**src/rtl/hpc_pkg.sv**
```systemverilog
// Shared types and constants for the HV precharge controller with tilt filter.
// No dependencies; imported by every module of the block.
package hpc_pkg;

  localparam int ANGLE_W    = 32;
  localparam int VAR_W      = 31;
  localparam int OP_A_W     = 33;
  localparam int VOLT_W     = 16;
  localparam int TEMP_W     = 9;
  localparam int TILT_W     = 24;
  localparam int CFG_IDX_W  = 3;
  localparam int CFG_DATA_W = 32;
  localparam int S_TDATA_W  = 184;
  localparam int M_TDATA_W  = 136;

  localparam logic [CFG_IDX_W-1:0] CFG_ROLL_OFS   = 3'd0;
  localparam logic [CFG_IDX_W-1:0] CFG_PITCH_OFS  = 3'd1;
  localparam logic [CFG_IDX_W-1:0] CFG_MIN_PACK   = 3'd2;
  localparam logic [CFG_IDX_W-1:0] CFG_CTEMP_LIM  = 3'd3;
  localparam logic [CFG_IDX_W-1:0] CFG_MTEMP_LIM  = 3'd4;
  localparam logic [CFG_IDX_W-1:0] CFG_TILT_LIM   = 3'd5;

  typedef enum logic [1:0] {
    HV_OFF       = 2'd0,
    HV_PRECHARGE = 2'd1,
    HV_ON        = 2'd2,
    HV_FAULT     = 2'd3
  } hv_mode_e;

  typedef enum logic [3:0] {
    SEQ_IDLE,
    SEQ_PRED_MUL,
    SEQ_PRED_ADD,
    SEQ_DIV,
    SEQ_GAIN_MUL,
    SEQ_GAIN_ADD,
    SEQ_VAR_MUL,
    SEQ_VAR_ADD,
    SEQ_DONE
  } seq_state_e;

endpackage

```
**src/rtl/hpc_mac.sv**
```systemverilog
// Shared multiply / round / accumulate unit: res = sat32(c + round(a*b / 2^F)).
// Product is registered; rounding, add and saturation follow next cycle. Uses hpc_pkg.
module hpc_mac #(
  parameter int FRAC_BITS = 16
) (
  input  logic                                clk_i,
  input  logic                                mul_en_i,
  input  logic signed [hpc_pkg::OP_A_W-1:0]   a_i,
  input  logic signed [FRAC_BITS+1:0]         b_i,
  input  logic signed [hpc_pkg::ANGLE_W-1:0]  c_i,
  output logic signed [hpc_pkg::ANGLE_W-1:0]  res_o
);
  import hpc_pkg::*;

  localparam int PW = OP_A_W + FRAC_BITS + 2;
  localparam int SW = PW + 1;
  localparam logic signed [PW-1:0] Half = PW'(1) << (FRAC_BITS - 1);

  logic signed [PW-1:0] prod_q;
  logic signed [PW-1:0] rnd;
  logic signed [SW-1:0] sum;
  logic [SW-ANGLE_W:0]  top_bits;

  always_ff @(posedge clk_i) begin
    if (mul_en_i) begin
      prod_q <= PW'(a_i) * PW'(b_i);
    end
  end

  assign rnd      = (prod_q + Half) >>> FRAC_BITS;
  assign sum      = SW'(rnd) + SW'(c_i);
  assign top_bits = sum[SW-1:ANGLE_W-1];

  always_comb begin
    if (top_bits != '0 && top_bits != '1) begin
      res_o = sum[SW-1] ? {1'b1, {(ANGLE_W-1){1'b0}}} : {1'b0, {(ANGLE_W-1){1'b1}}};
    end else begin
      res_o = sum[ANGLE_W-1:0];
    end
  end

endmodule

```
**src/rtl/hpc_div.sv**
```systemverilog
// Iterative restoring divider for the Kalman gain k = round(p*2^F / (p + 9*2^F)).
// One quotient bit per cycle, FRAC_BITS+1 quotient bits. Uses hpc_pkg.
module hpc_div #(
  parameter int FRAC_BITS = 16
) (
  input  logic                             clk_i,
  input  logic                             rst_ni,
  input  logic                             start_i,
  input  logic [hpc_pkg::VAR_W-1:0]        p_i,
  output logic                             busy_o,
  output logic [FRAC_BITS:0]               k_o
);
  import hpc_pkg::*;

  localparam int QW = FRAC_BITS + 1;
  localparam int NW = VAR_W + FRAC_BITS + 1;
  localparam int DW = ANGLE_W;
  localparam int CW = $clog2(QW + 1);
  localparam logic [DW-1:0] MeasVar = DW'(64'd9 << FRAC_BITS);

  logic [CW-1:0] cnt_q;
  logic [DW-1:0] rem_q;
  logic [DW-1:0] den_q;
  logic [QW-1:0] lo_q;
  logic [DW-1:0] den;
  logic [NW-1:0] num;
  logic [DW:0]   trial;
  logic          ge;

  assign den   = DW'(p_i) + MeasVar;
  assign num   = (NW'(p_i) << FRAC_BITS) + NW'(den >> 1);
  assign trial = {rem_q, lo_q[QW-1]};
  assign ge    = trial >= {1'b0, den_q};

  always_ff @(posedge clk_i or negedge rst_ni) begin
    if (!rst_ni) begin
      cnt_q <= '0;
    end else if (start_i) begin
      cnt_q <= CW'(QW);
    end else if (cnt_q != '0) begin
      cnt_q <= cnt_q - 1'b1;
    end
  end

  always_ff @(posedge clk_i) begin
    if (start_i) begin
      den_q <= den;
      rem_q <= DW'(num[NW-1:QW]);
      lo_q  <= num[QW-1:0];
    end else if (cnt_q != '0) begin
      rem_q <= ge ? DW'(trial - {1'b0, den_q}) : DW'(trial);
      lo_q  <= {lo_q[QW-2:0], ge};
    end
  end

  assign busy_o = cnt_q != '0;
  assign k_o    = lo_q;

  a_rem_below_den: assert property (@(posedge clk_i) disable iff (!rst_ni)
    busy_o |-> rem_q < den_q)
    else $error("divider remainder not below divisor");

  a_gain_bound: assert property (@(posedge clk_i) disable iff (!rst_ni)
    (!busy_o && $past(busy_o)) |-> k_o <= (QW'(1) << FRAC_BITS))
    else $error("gain above one");

  a_start_idle: assert property (@(posedge clk_i) disable iff (!rst_ni)
    start_i |-> !busy_o)
    else $error("divider restarted while busy");

endmodule

```
**src/rtl/hv_precharge_controller_with_tilt_filter_top.sv**
```systemverilog
// Top level: HV contactor state machine, per-axis Kalman tilt filter sequencer.
// Instantiates hpc_mac and hpc_div; uses hpc_pkg.
//
//  channel  dir  handshake                      content
//  s_axis   in   s_axis_tvalid/s_axis_tready    one control tick
//  m_axis   out  m_axis_tvalid/m_axis_tready    drives, new HV mode, estimates
//  cfg      in   cfg_we_i                       register index and data
//
// Each tick runs, per axis, the divider and six MAC steps (predict multiply and
// add, gain multiply and add, variance multiply and add); it then loads the
// output register and returns to idle before the next tick can be accepted.
// s_axis_tready is high only while the sequencer is idle; a finished item waits
// in the output register, and the next tick may be accepted meanwhile. While
// that register is still full, the next finished item holds the sequencer.
// Reset (rst_ni low, async) gives HV off, zero angles, variance 4.0, default config.
module hv_precharge_controller_with_tilt_filter_top #(
  parameter int FRAC_BITS = 16
) (
  input  logic                             clk_i,
  input  logic                             rst_ni,
  input  logic                             cfg_we_i,
  input  logic [hpc_pkg::CFG_IDX_W-1:0]    cfg_idx_i,
  input  logic [hpc_pkg::CFG_DATA_W-1:0]   cfg_data_i,
  input  logic                             s_axis_tvalid,
  output logic                             s_axis_tready,
  // hv_switch_on, cells_ready, pack_voltage, controller_voltage, controller_temp,
  // motor_temp, roll_rate, pitch_rate, roll_measured, pitch_measured, zero pad
  input  logic [hpc_pkg::S_TDATA_W-1:0]    s_axis_tdata,
  output logic                             m_axis_tvalid,
  input  logic                             m_axis_tready,
  // hv_mode, contactor_closed, precharge_closed, roll_angle, pitch_angle,
  // roll_variance, pitch_variance, zero pad
  output logic [hpc_pkg::M_TDATA_W-1:0]    m_axis_tdata
);
  import hpc_pkg::*;

  localparam int BW = FRAC_BITS + 2;
  localparam logic signed [BW-1:0] DtQ   = BW'(((64'd4 << FRAC_BITS) + 64'd500) / 64'd1000);
  localparam logic [VAR_W-1:0] ProcQ =
    VAR_W'(((64'd256 << FRAC_BITS) + 64'd500000) / 64'd1000000);
  localparam logic [BW-1:0]    OneQ     = BW'(64'd1 << FRAC_BITS);
  localparam logic [VAR_W-1:0] UncReset = VAR_W'(64'd4 << FRAC_BITS);

  // input fields
  logic                      in_sw, in_cells;
  logic [VOLT_W-1:0]         in_pack, in_ctrl;
  logic signed [TEMP_W-1:0]  in_ctemp, in_mtemp;
  logic signed [ANGLE_W-1:0] in_rrate, in_prate, in_rmeas, in_pmeas;

  assign in_sw    = s_axis_tdata[0];
  assign in_cells = s_axis_tdata[1];
  assign in_pack  = s_axis_tdata[17:2];
  assign in_ctrl  = s_axis_tdata[33:18];
  assign in_ctemp = s_axis_tdata[42:34];
  assign in_mtemp = s_axis_tdata[51:43];
  assign in_rrate = s_axis_tdata[83:52];
  assign in_prate = s_axis_tdata[115:84];
  assign in_rmeas = s_axis_tdata[147:116];
  assign in_pmeas = s_axis_tdata[179:148];

  // config
  logic signed [ANGLE_W-1:0] roll_ofs_q, pitch_ofs_q;
  logic [VOLT_W-1:0]         min_pack_q;
  logic signed [TEMP_W-1:0]  ctemp_lim_q, mtemp_lim_q;
  logic [TILT_W-1:0]         tilt_lim_q;

  // state
  seq_state_e                state_q, state_d;
  hv_mode_e                  phase_q, phase_d;
  logic                      axis_q, axis_d;
  logic                      out_valid_q, out_valid_d;
  logic signed [ANGLE_W-1:0] roll_est_q, pitch_est_q;
  logic [VAR_W-1:0]          roll_unc_q, pitch_unc_q;

  // item
  logic signed [OP_A_W-1:0]  roll_rate_q, pitch_rate_q;
  logic signed [ANGLE_W-1:0] roll_meas_q, pitch_meas_q;
  logic signed [ANGLE_W-1:0] pred_q;
  logic [VAR_W-1:0]          p_q;
  hv_mode_e                  mode_q;
  logic                      con_q, pre_q;

  // output register
  hv_mode_e                  out_mode_q;
  logic                      out_con_q, out_pre_q;
  logic signed [ANGLE_W-1:0] out_roll_q, out_pitch_q;
  logic [VAR_W-1:0]          out_rvar_q, out_pvar_q;

  logic                      accept, out_load, est_we, unc_we;
  logic                      mul_en, div_start, div_busy;
  logic [FRAC_BITS:0]        div_k;
  logic signed [OP_A_W-1:0]  mac_a;
  logic signed [BW-1:0]      mac_b;
  logic signed [ANGLE_W-1:0] mac_c, mac_res;

  logic signed [ANGLE_W-1:0] cur_est, cur_meas;
  logic signed [OP_A_W-1:0]  cur_rate;
  logic [VAR_W-1:0]          cur_unc, p_cur;
  logic [VAR_W:0]            unc_sum;

  logic                      unsafe, charged, tilted;
  logic signed [VOLT_W:0]    vdiff;
  logic signed [VOLT_W+4:0]  vdiff10;
  logic signed [ANGLE_W:0]   lim_pos, lim_neg;

  assign accept        = s_axis_tvalid && s_axis_tready;
  assign s_axis_tready = state_q == SEQ_IDLE;

  assign cur_est  = axis_q ? pitch_est_q  : roll_est_q;
  assign cur_unc  = axis_q ? pitch_unc_q  : roll_unc_q;
  assign cur_rate = axis_q ? pitch_rate_q : roll_rate_q;
  assign cur_meas = axis_q ? pitch_meas_q : roll_meas_q;
  assign unc_sum  = {1'b0, cur_unc} + {1'b0, ProcQ};
  assign p_cur    = unc_sum[VAR_W] ? '1 : unc_sum[VAR_W-1:0];

  assign unsafe  = (in_ctemp >= ctemp_lim_q) || (in_mtemp >= mtemp_lim_q);
  assign vdiff   = $signed({1'b0, in_pack}) - $signed({1'b0, in_ctrl});
  assign vdiff10 = (VOLT_W+5)'(vdiff) * $signed((VOLT_W+5)'(10));
  assign charged = in_cells && (vdiff10 <= $signed({5'b0, in_pack})) && (in_pack > min_pack_q);
  assign lim_pos = $signed({9'b0, tilt_lim_q});
  assign lim_neg = -lim_pos;
  assign tilted  = ((ANGLE_W+1)'(roll_est_q) > lim_pos) || ((ANGLE_W+1)'(roll_est_q) < lim_neg)
                || ((ANGLE_W+1)'(pitch_est_q) > lim_pos) || ((ANGLE_W+1)'(pitch_est_q) < lim_neg);

  always_comb begin
    phase_d = phase_q;
    if (accept) begin
      case (phase_q)
        HV_OFF: begin
          if (in_sw) phase_d = HV_PRECHARGE;
        end
        HV_PRECHARGE: begin
          if (!in_sw) phase_d = HV_OFF;
          else if (unsafe) phase_d = HV_FAULT;
          else if (charged) phase_d = HV_ON;
        end
        HV_ON: begin
          if (!in_sw) phase_d = HV_OFF;
          else if (unsafe || tilted) phase_d = HV_FAULT;
        end
        default: begin
          if (!in_sw) phase_d = HV_OFF;
        end
      endcase
    end
  end

  always_comb begin
    state_d   = state_q;
    axis_d    = axis_q;
    mul_en    = 1'b0;
    div_start = 1'b0;
    est_we    = 1'b0;
    unc_we    = 1'b0;
    out_load  = 1'b0;
    mac_a     = '0;
    mac_b     = '0;
    mac_c     = '0;
    case (state_q)
      SEQ_IDLE: begin
        if (s_axis_tvalid) begin
          state_d = SEQ_PRED_MUL;
          axis_d  = 1'b0;
        end
      end
      SEQ_PRED_MUL: begin
        mul_en    = 1'b1;
        mac_a     = cur_rate;
        mac_b     = DtQ;
        div_start = 1'b1;
        state_d   = SEQ_PRED_ADD;
      end
      SEQ_PRED_ADD: begin
        mac_c   = cur_est;
        state_d = SEQ_DIV;
      end
      SEQ_DIV: begin
        if (!div_busy) state_d = SEQ_GAIN_MUL;
      end
      SEQ_GAIN_MUL: begin
        mul_en  = 1'b1;
        mac_a   = OP_A_W'(cur_meas) - OP_A_W'(pred_q);
        mac_b   = BW'(div_k);
        state_d = SEQ_GAIN_ADD;
      end
      SEQ_GAIN_ADD: begin
        mac_c   = pred_q;
        est_we  = 1'b1;
        state_d = SEQ_VAR_MUL;
      end
      SEQ_VAR_MUL: begin
        mul_en  = 1'b1;
        mac_a   = OP_A_W'(p_q);
        mac_b   = OneQ - BW'(div_k);
        state_d = SEQ_VAR_ADD;
      end
      SEQ_VAR_ADD: begin
        unc_we = 1'b1;
        if (!axis_q) begin
          axis_d  = 1'b1;
          state_d = SEQ_PRED_MUL;
        end else begin
          state_d = SEQ_DONE;
        end
      end
      SEQ_DONE: begin
        if (!out_valid_q || m_axis_tready) begin
          out_load = 1'b1;
          state_d  = SEQ_IDLE;
        end
      end
      default: begin
        state_d = SEQ_IDLE;
      end
    endcase
  end

  always_comb begin
    out_valid_d = out_valid_q;
    if (m_axis_tvalid && m_axis_tready) out_valid_d = 1'b0;
    if (out_load) out_valid_d = 1'b1;
  end

  always_ff @(posedge clk_i or negedge rst_ni) begin
    if (!rst_ni) begin
      state_q     <= SEQ_IDLE;
      phase_q     <= HV_OFF;
      axis_q      <= 1'b0;
      out_valid_q <= 1'b0;
      roll_est_q  <= '0;
      pitch_est_q <= '0;
      roll_unc_q  <= UncReset;
      pitch_unc_q <= UncReset;
      roll_ofs_q  <= '0;
      pitch_ofs_q <= '0;
      min_pack_q  <= 16'd800;
      ctemp_lim_q <= 9'sd100;
      mtemp_lim_q <= 9'sd120;
      tilt_lim_q  <= 24'd2949120;
    end else begin
      state_q     <= state_d;
      phase_q     <= phase_d;
      axis_q      <= axis_d;
      out_valid_q <= out_valid_d;
      if (est_we) begin
        if (axis_q) pitch_est_q <= mac_res;
        else roll_est_q <= mac_res;
      end
      if (unc_we) begin
        if (axis_q) pitch_unc_q <= mac_res[VAR_W-1:0];
        else roll_unc_q <= mac_res[VAR_W-1:0];
      end
      if (cfg_we_i) begin
        case (cfg_idx_i)
          CFG_ROLL_OFS:  roll_ofs_q  <= cfg_data_i;
          CFG_PITCH_OFS: pitch_ofs_q <= cfg_data_i;
          CFG_MIN_PACK:  min_pack_q  <= cfg_data_i[VOLT_W-1:0];
          CFG_CTEMP_LIM: ctemp_lim_q <= cfg_data_i[TEMP_W-1:0];
          CFG_MTEMP_LIM: mtemp_lim_q <= cfg_data_i[TEMP_W-1:0];
          CFG_TILT_LIM:  tilt_lim_q  <= cfg_data_i[TILT_W-1:0];
          default: ;
        endcase
      end
    end
  end

  always_ff @(posedge clk_i) begin
    if (accept) begin
      roll_rate_q  <= OP_A_W'(in_rrate) - OP_A_W'(roll_ofs_q);
      pitch_rate_q <= OP_A_W'(in_prate) - OP_A_W'(pitch_ofs_q);
      roll_meas_q  <= in_rmeas;
      pitch_meas_q <= in_pmeas;
      mode_q       <= phase_d;
      con_q        <= phase_q == HV_ON;
      pre_q        <= phase_q == HV_PRECHARGE;
    end
    if (state_q == SEQ_PRED_MUL) p_q <= p_cur;
    if (state_q == SEQ_PRED_ADD) pred_q <= mac_res;
    if (out_load) begin
      out_mode_q  <= mode_q;
      out_con_q   <= con_q;
      out_pre_q   <= pre_q;
      out_roll_q  <= roll_est_q;
      out_pitch_q <= pitch_est_q;
      out_rvar_q  <= roll_unc_q;
      out_pvar_q  <= pitch_unc_q;
    end
  end

  hpc_mac #(
    .FRAC_BITS(FRAC_BITS)
  ) u_mac (
    .clk_i    (clk_i),
    .mul_en_i (mul_en),
    .a_i      (mac_a),
    .b_i      (mac_b),
    .c_i      (mac_c),
    .res_o    (mac_res)
  );

  hpc_div #(
    .FRAC_BITS(FRAC_BITS)
  ) u_div (
    .clk_i   (clk_i),
    .rst_ni  (rst_ni),
    .start_i (div_start),
    .p_i     (p_cur),
    .busy_o  (div_busy),
    .k_o     (div_k)
  );

  assign m_axis_tvalid = out_valid_q;
  assign m_axis_tdata  = {6'b0, out_pvar_q, out_rvar_q, out_pitch_q, out_roll_q,
                          out_pre_q, out_con_q, out_mode_q};

  a_accept_starts: assert property (@(posedge clk_i) disable iff (!rst_ni)
    accept |=> (state_q == SEQ_PRED_MUL) && !axis_q)
    else $error("accepted item did not start roll axis");

  a_gain_ready: assert property (@(posedge clk_i) disable iff (!rst_ni)
    (state_q == SEQ_GAIN_MUL || state_q == SEQ_VAR_MUL) |-> !div_busy)
    else $error("gain used while divider busy");

  a_var_nonneg: assert property (@(posedge clk_i) disable iff (!rst_ni)
    (state_q == SEQ_VAR_ADD) |-> !mac_res[ANGLE_W-1])
    else $error("negative variance");

endmodule

```
**config.mk**
```make
export PLATFORM = sky130hd
export DESIGN_NAME = hv_precharge_controller_with_tilt_filter_top
export DESIGN_NICKNAME = d
export VERILOG_FILES = /design/src/rtl/hpc_pkg.sv /design/src/rtl/hpc_mac.sv /design/src/rtl/hpc_div.sv /design/src/rtl/hv_precharge_controller_with_tilt_filter_top.sv
export SDC_FILE = /design/constraint.sdc
export NUM_CORES = 2
export LEC_CHECK = 0
export BUFFER_PORTS_ARGS = -buffer_cell sky130_fd_sc_hd__buf_4
export CAP_MARGIN = 20
export CORE_MARGIN = 1.5
export CORE_UTILIZATION = 40
export DETAILED_ROUTE_END_ITERATION = 6
export SYNTH_ARGS = -nofsm -noshare
export SYNTH_HDL_FRONTEND = slang
export SYNTH_SLANG_ARGS = --single-unit
```
**constraint.sdc**
```tcl
create_clock -name clk_i -period 20 [get_ports clk_i]
set_clock_uncertainty 0.15 [all_clocks]
set_input_delay 2 -clock clk_i [delete_from_list [all_inputs] [get_ports clk_i]]
set_output_delay 2 -clock clk_i [all_outputs]
set_load 0.03 [all_outputs]
```
# Word level (Yosys, flattened, before mapping)
# Cells that the tools add are included.
# word_totals
register_bits	720
output_inout_bits	138
word_cells	154
inputBits	224
# op_classes
n_mul	2
add_sub_neg	13
n_lt_le_gt_ge	9
eq_ne	19
reduce_logical	33
mux	41
bitwise_logic	1
# ops
op	count
32-bit 2-to-1 mux	5
31-bit 2-to-1 mux	4
33-bit one-hot mux with 3 select lines	1
32-bit by 32-bit subtractor with 33-bit output	3
32-bit by 33-bit < comparator with 1-bit output	2
32-bit by 25-bit > comparator with 1-bit output	2
32-bit one-hot mux with 2 select lines	1
18-bit one-hot mux with 3 select lines	1
51-bit by 17-bit adder with 51-bit output, second input constant	1
33-bit by 18-bit multiplier with 51-bit output	1
47-bit by 31-bit adder with 48-bit output	1
35-bit by 32-bit adder with 36-bit output	1
4-bit one-hot mux with 9 select lines	1
17-bit 2-to-1 mux	2
33-bit by 32-bit greater-or-equal comparator with 1-bit output	1
33-bit 2-to-1 mux	1
24-bit negator with 33-bit output	1
31-bit by 20-bit adder with 32-bit output, second input constant	1
31-bit by 5-bit adder with 32-bit output, second input constant	1
32-bit subtractor	1
2-bit AND reduction	11
21-bit by 17-bit <= comparator with 1-bit output	1
21-bit inequality test, second input constant	1
21-bit nonzero test	1
other kinds (33)	72

# Longest topological paths before layout
# logic_depth
ltp_word	10
ltp_mapped	46
mapped_depth_nobuf	36

# Hierarchy
# Synthesis repeated with hierarchy kept, for this count alone.
# unflattened
cells_unflattened	6378
hier_area_um2	63913.8
# by_module_without_submodules
module	cells_per_inst	area_each_um2	seq_area_each_um2	instances
hv_precharge_controller_with_tilt_filter_top	3055	33611.0	16245.6	1
hpc_mac	2640	23595.1	1081.0	1
hpc_div	683	6707.7	2547.4	1

# Worst setup path after synthesis
# OpenSTA, ideal clock, no wires.
# synth_timing
path_kind	flip-flop to flip-flop
start	register axis_q
end	register u_mac.prod_q[49], data pin
setup_time_ns	0.258
stages_incl_launch_ff	44
setup_slack_ns	9.355
path_buffers	10
required_time_ns	19.592
t_arrival_ns	10.237
synth_period_minus_slack_ns	10.645
cell_sequence	dfrtp_1 buf_6 buf_6 buf_4 buf_2 buf_2 buf_2 buf_2 buf_2 buf_1 mux2_2 ha_1 and4_1 and3_1 o311ai_1 and3b_1 or3_1 a21o_1 [... 8 more ...] inv_1 fa_1 fa_1 inv_1 fa_1 inv_1 ha_1 clkbuf_1 a21o_1 a21o_1 a21oi_1 nand2_1 o21ai_0 a21oi_1 o2111ai_1 nand3b_1 a21oi_1 xnor2_1
# synth_via
elab_chain_cells	4
word_cells_on_any_way	5
cone_classes	1 x add/sub; 1 x mul; 3 x mux
# synth_lines
item	line	rtl
start, declared	hv_precharge_controller_with_tilt_filter_top.sv:70	logic axis_q, axis_d;
start signal, assigned	hv_precharge_controller_with_tilt_filter_top.sv:243	axis_q <= axis_d;
32-bit 2-to-1 mux	hv_precharge_controller_with_tilt_filter_top.sv:112	assign cur_meas = axis_q ? pitch_meas_q : roll_meas_q;
32-bit by 32-bit subtractor with 33-bit output	hv_precharge_controller_with_tilt_filter_top.sv:182	mac_a = OP_A_W'(cur_meas) - OP_A_W'(pred_q);
33-bit one-hot mux with 3 select lines (*)	hv_precharge_controller_with_tilt_filter_top.sv:159	case (state_q)
33-bit by 18-bit multiplier with 51-bit output (*)	hpc_mac.sv:26	prod_q <= PW'(a_i) * PW'(b_i);
end signal, assigned	hpc_mac.sv:26	
end, declared	hpc_mac.sv:19	logic signed [PW-1:0] prod_q;
# Mark *: on every way between the ends. The rest lies on a longest branch, timed or not.
# A chain may end at the register's enable or synchronous reset.

# Final worst setup path
# Ends and elaborated chain as after synthesis.

==> results.sh <==
export IMPL_run_status="complete, but fails checks"
export IMPL_failed_checks="design-rule violations"
export IMPL_core_area_sq_um=156000
export IMPL_routabilityCongestion=0.947
export IMPL_layout_cells_sized_above_1_pct=11.1
export IMPL_io_pins=362
export IMPL_slew_violations=0
export IMPL_fmax_ghz=0.0847
export IMPL_synth_area_top_cells="sky130_fd_sc_hd__edfxtp_1 20%, sky130_fd_sc_hd__fa_1 18%, sky130_fd_sc_hd__ha_1 10%"
export IMPL_worstHoldStart="con_q$_DFFE_PP_"
export IMPL_setup_worst_path_class="flip-flop to flip-flop"
export IMPL_syn2layout_area_growth_pct=12.5
export IMPL_cts_root_buf="sky130_fd_sc_hd__clkbuf_16"
export IMPL_critical_path_reg2reg_endpoint="u_mac.prod_q[49]$_DFFE_PP_"
export IMPL_share_of_the_synthesized_area_in_compound_gates_ao_oa_aoi_oai_pct=12.6
export IMPL_cts_sinks=689
export IMPL_start_util_pct=40.4
export IMPL_grt_pass1_wl_mm=308
export IMPL_synthDominantAreaCellType="sky130_fd_sc_hd__edfxtp_1"
export IMPL_multiplexer_share_of_the_synthesized_area_pct=3.23
export IMPL_die_x_um=400
export IMPL_synth_top_family_by_area="adder cells"
export IMPL_p_leak_nw=32.1
export IMPL_antenna_found_initial=8
export IMPL_synth_ff_type="sky130_fd_sc_hd__edfxtp_1"
export IMPL_clkTransAtPathRegs_ns=0.06
export IMPL_std_cell_rows=145
export IMPL_synth_edff_count=427
export IMPL_regToRegStartpoint="axis_q$_DFFE_PN0P_"
export IMPL_regToRegSetupSlack_ns=8.19
export IMPL_clkLatencyLatePin_ns=0.70
export IMPL_drt_pre_antenna_iters=7
export IMPL_critPathSlowestCell="sky130_fd_sc_hd__dfrtp_4"
export IMPL_layoutNonFillerInstCount=8983
export IMPL_yosys_area_top_type_share_pct=20.3
export IMPL_via_count_of_the_first_global_routing_pass=49337
export IMPL_global_route_overflow_total=0
export IMPL_crit_arrival_ns=12.08
export IMPL_post_synth_adder_cell_area_pct=28.4
export IMPL_worst_hold_path_type="flip-flop to flip-flop"
export IMPL_critical_path_max_stage_delay_ns=0.97
export IMPL_io_buffers=351
export IMPL_hold_buffers=0
export IMPL_vias_post_dr=49821
export IMPL_tritoncts="done"
export IMPL_synth_top_cells_by_count="906 x sky130_fd_sc_hd__inv_1, 856 x sky130_fd_sc_hd__nand2_1, 576 x sky130_fd_sc_hd__fa_1, 512 x sky130_fd_sc_hd__ha_1, 453 x sky130_fd_sc_hd__nor2_1"
export IMPL_grt_setup_unrepaired="no"
export IMPL_detailedRoute_firstIterationViolations=4432
export IMPL_synthArstFlopShare_pct=37.9
export IMPL_number_of_cells_traversed_by_the_worst_hold_path=0
export IMPL_dieHeight_um=400
export IMPL_synthesis_instances=6559
export IMPL_dominant_cell_by_count_in_the_synthesized_netlist="sky130_fd_sc_hd__inv_1"
export IMPL_critPathMaxFanout=40
export IMPL_cts_htree_levels=3
export IMPL_synth_seq_area_share_pct=30.7
export IMPL_startpoint_class_of_the_critical_path="flip-flop"
export IMPL_drt_wirelength_per_cell_um=22.9
export IMPL_synthDistinctLibCells=106
export IMPL_post_synth_cell_area_avg_sq_um=9.62
export IMPL_finalCriticalPeriod_ns=11.81
export IMPL_drt_vias_per_instance=5.55
export IMPL_cts_made_buffers=81
export IMPL_buffers_inserted_during_post_cts_setup_optimization=0
export IMPL_total_routed_length_mm=206
export IMPL_finalSetupViolations=0
export IMPL_synth_yosys_warnings=0
export IMPL_ant_nets=0
export IMPL_largest_net_degree_at_the_start_of_global_routing=93
export IMPL_worst_slew_pin_transition_ns=1.25
export IMPL_drc=9
export IMPL_cts_resized=0
export IMPL_synth_simple_area_share_pct=13.8
export IMPL_crit_required_ns=20.27
export IMPL_slew_headroom_pct=16.5
export IMPL_hold_viol=0
export IMPL_globalRouteTotalUtil_pct=25.5
export IMPL_die_area_sq_um=160000
export IMPL_cellPowerDensity_nw_per_um2=107
export IMPL_setup_tns_ns=0
export IMPL_cts_buffer_depth=3
export IMPL_cap_violations=0
export IMPL_max_vdd_ir_drop_v=0.0000790
export IMPL_crit_top_cell="sky130_fd_sc_hd__fa_1"
export IMPL_finalNetCount=8162
export IMPL_worst_r2r_path_depth=31
export IMPL_syn_area_sq_um=63100
export IMPL_final_worst_path_period_share_pct=59.0
export IMPL_dp_cells=8822
export IMPL_hold_end="out_con_q$_DFFE_PP_"
export IMPL_synth_xor_area_share_pct=4.18
export IMPL_worst_setup_path_end_kind="flip-flop"
export IMPL_dpl_hpwl_mm=162
export IMPL_postSynthRegisterBits=689
-- layout by cell type, fill, tap and decap left out, types with 47 or more instances in the layout --
master and count:
sky130_fd_sc_hd__and2_1 66, sky130_fd_sc_hd__buf_4 435, sky130_fd_sc_hd__dfrtp_1 244, sky130_fd_sc_hd__nor2b_1 59
sky130_fd_sc_hd__o21ai_0 327, sky130_fd_sc_hd__clkbuf_16 84, sky130_fd_sc_hd__nor2_1 441, sky130_fd_sc_hd__o211ai_1 111
sky130_fd_sc_hd__edfxtp_1 427, sky130_fd_sc_hd__mux2_2 93, sky130_fd_sc_hd__ha_1 512, sky130_fd_sc_hd__nor3_1 82
sky130_fd_sc_hd__o21a_1 66, sky130_fd_sc_hd__nand2b_1 47, sky130_fd_sc_hd__a31oi_1 57, sky130_fd_sc_hd__nand3_1 93
sky130_fd_sc_hd__a21oi_1 256, sky130_fd_sc_hd__mux2i_1 99, sky130_fd_sc_hd__xor2_1 99, sky130_fd_sc_hd__xnor2_1 200
sky130_fd_sc_hd__inv_1 904, sky130_fd_sc_hd__nand4_1 64, sky130_fd_sc_hd__a21o_1 132, sky130_fd_sc_hd__nand2_1 854
sky130_fd_sc_hd__fa_1 576
-- registers in the layout, indices dropped and copies added, names as in the netlist, 32 cells and up --
name          flops
u_mac.prod_q     36
pitch_rate_q     33
roll_rate_q      33
out_pitch_q      32
out_roll_q       32
pitch_est_q      32
pitch_meas_q     32
pitch_ofs_q      32
pred_q           32
roll_est_q       32
roll_meas_q      32
roll_ofs_q       32
u_div.rem_q      32
-- through the flow --
stage                     power, W  instance area, sq um  utilization [%]  hold slack (ns)  setup WS [ns]
after global placement     0.00594                 68200             43.6            0.254           8.50
after global routing       0.00807                 71000             45.4            0.279           7.53
after CTS                  0.00759                 71000             45.4            0.273           8.29
after floorplan            0.00468                 63100                -            0.250           9.36
after detailed placement   0.00600                 68200             43.6            0.258           8.38
final                      0.00762                 71000             45.4            0.270           8.19
-- critical path: cells and delay by family, from the launching register on --
| family | cells | cell delay (ns) |
|---|---|---|
| and+or+nand+nor | 7 | 1.97 |
| buffers and inverters | 1 | 0.05 |
| xor gates and xnor gates | 1 | 0.10 |
| AOI/OAI and AO/OA | 11 | 2.98 |
| adders and majority gates | 9 | 4.18 |
| DFF | 1 | 0.97 |
| muxes | 2 | 1.09 |
-- layer usage --
layer / routed length, um / GRT usage, %
met1: 89900 / 35.6
met5: 28 / 0
met2: 93200 / 40.2
met4: 7780 / 9.30
met3: 15200 / 3.78
-- cell type report --
type | count | area [sq um]
tap | 2058 | 2570
antenna | 6 | 15.0
multi-input combinational | 4731 | 39500
clock inverter | 41 | 505
clock buffer | 111 | 2280
fill | 15009 | 85400
sequential | 689 | 19400
timing repair buffer | 439 | 3310
inverter | 908 | 3420
-- worst max path at each step --
| stage | from | end | slack [ns] |
|---|---|---|---|
| floorplan | axis_q$_DFFE_PN0P_ | u_mac.prod_q[49]$_DFFE_PP_ | 9.36 |
| global placement | axis_q$_DFFE_PN0P_ | u_mac.prod_q[49]$_DFFE_PP_ | 8.50 |
| detailed placement | axis_q$_DFFE_PN0P_ | u_mac.prod_q[49]$_DFFE_PP_ | 8.38 |
| CTS | axis_q$_DFFE_PN0P_ | u_mac.prod_q[49]$_DFFE_PP_ | 8.29 |
| global route | axis_q$_DFFE_PN0P_ | u_mac.prod_q[49]$_DFFE_PP_ | 7.53 |
| finish | axis_q$_DFFE_PN0P_ | u_mac.prod_q[49]$_DFFE_PP_ | 8.19 |
-- logic make-up after synthesis --
logic type               Yosys count
adder cells (fa/ha/maj)         1088
multiplexers                     192
AND/OR/NAND/NOR                 1920
buffers and inverters           1144
AO/OA/AOI/OAI                   1224
other                              1
flip-flops                       689
XOR/XNOR                         301
-- power breakdown --
part           internal [W]  switching (W)  total, W
Clock              0.000904       0.000655   0.00156
Sequential          0.00195       0.000398   0.00235
Combinational       0.00135        0.00237   0.00371
(Power assumes the default switching activity.)
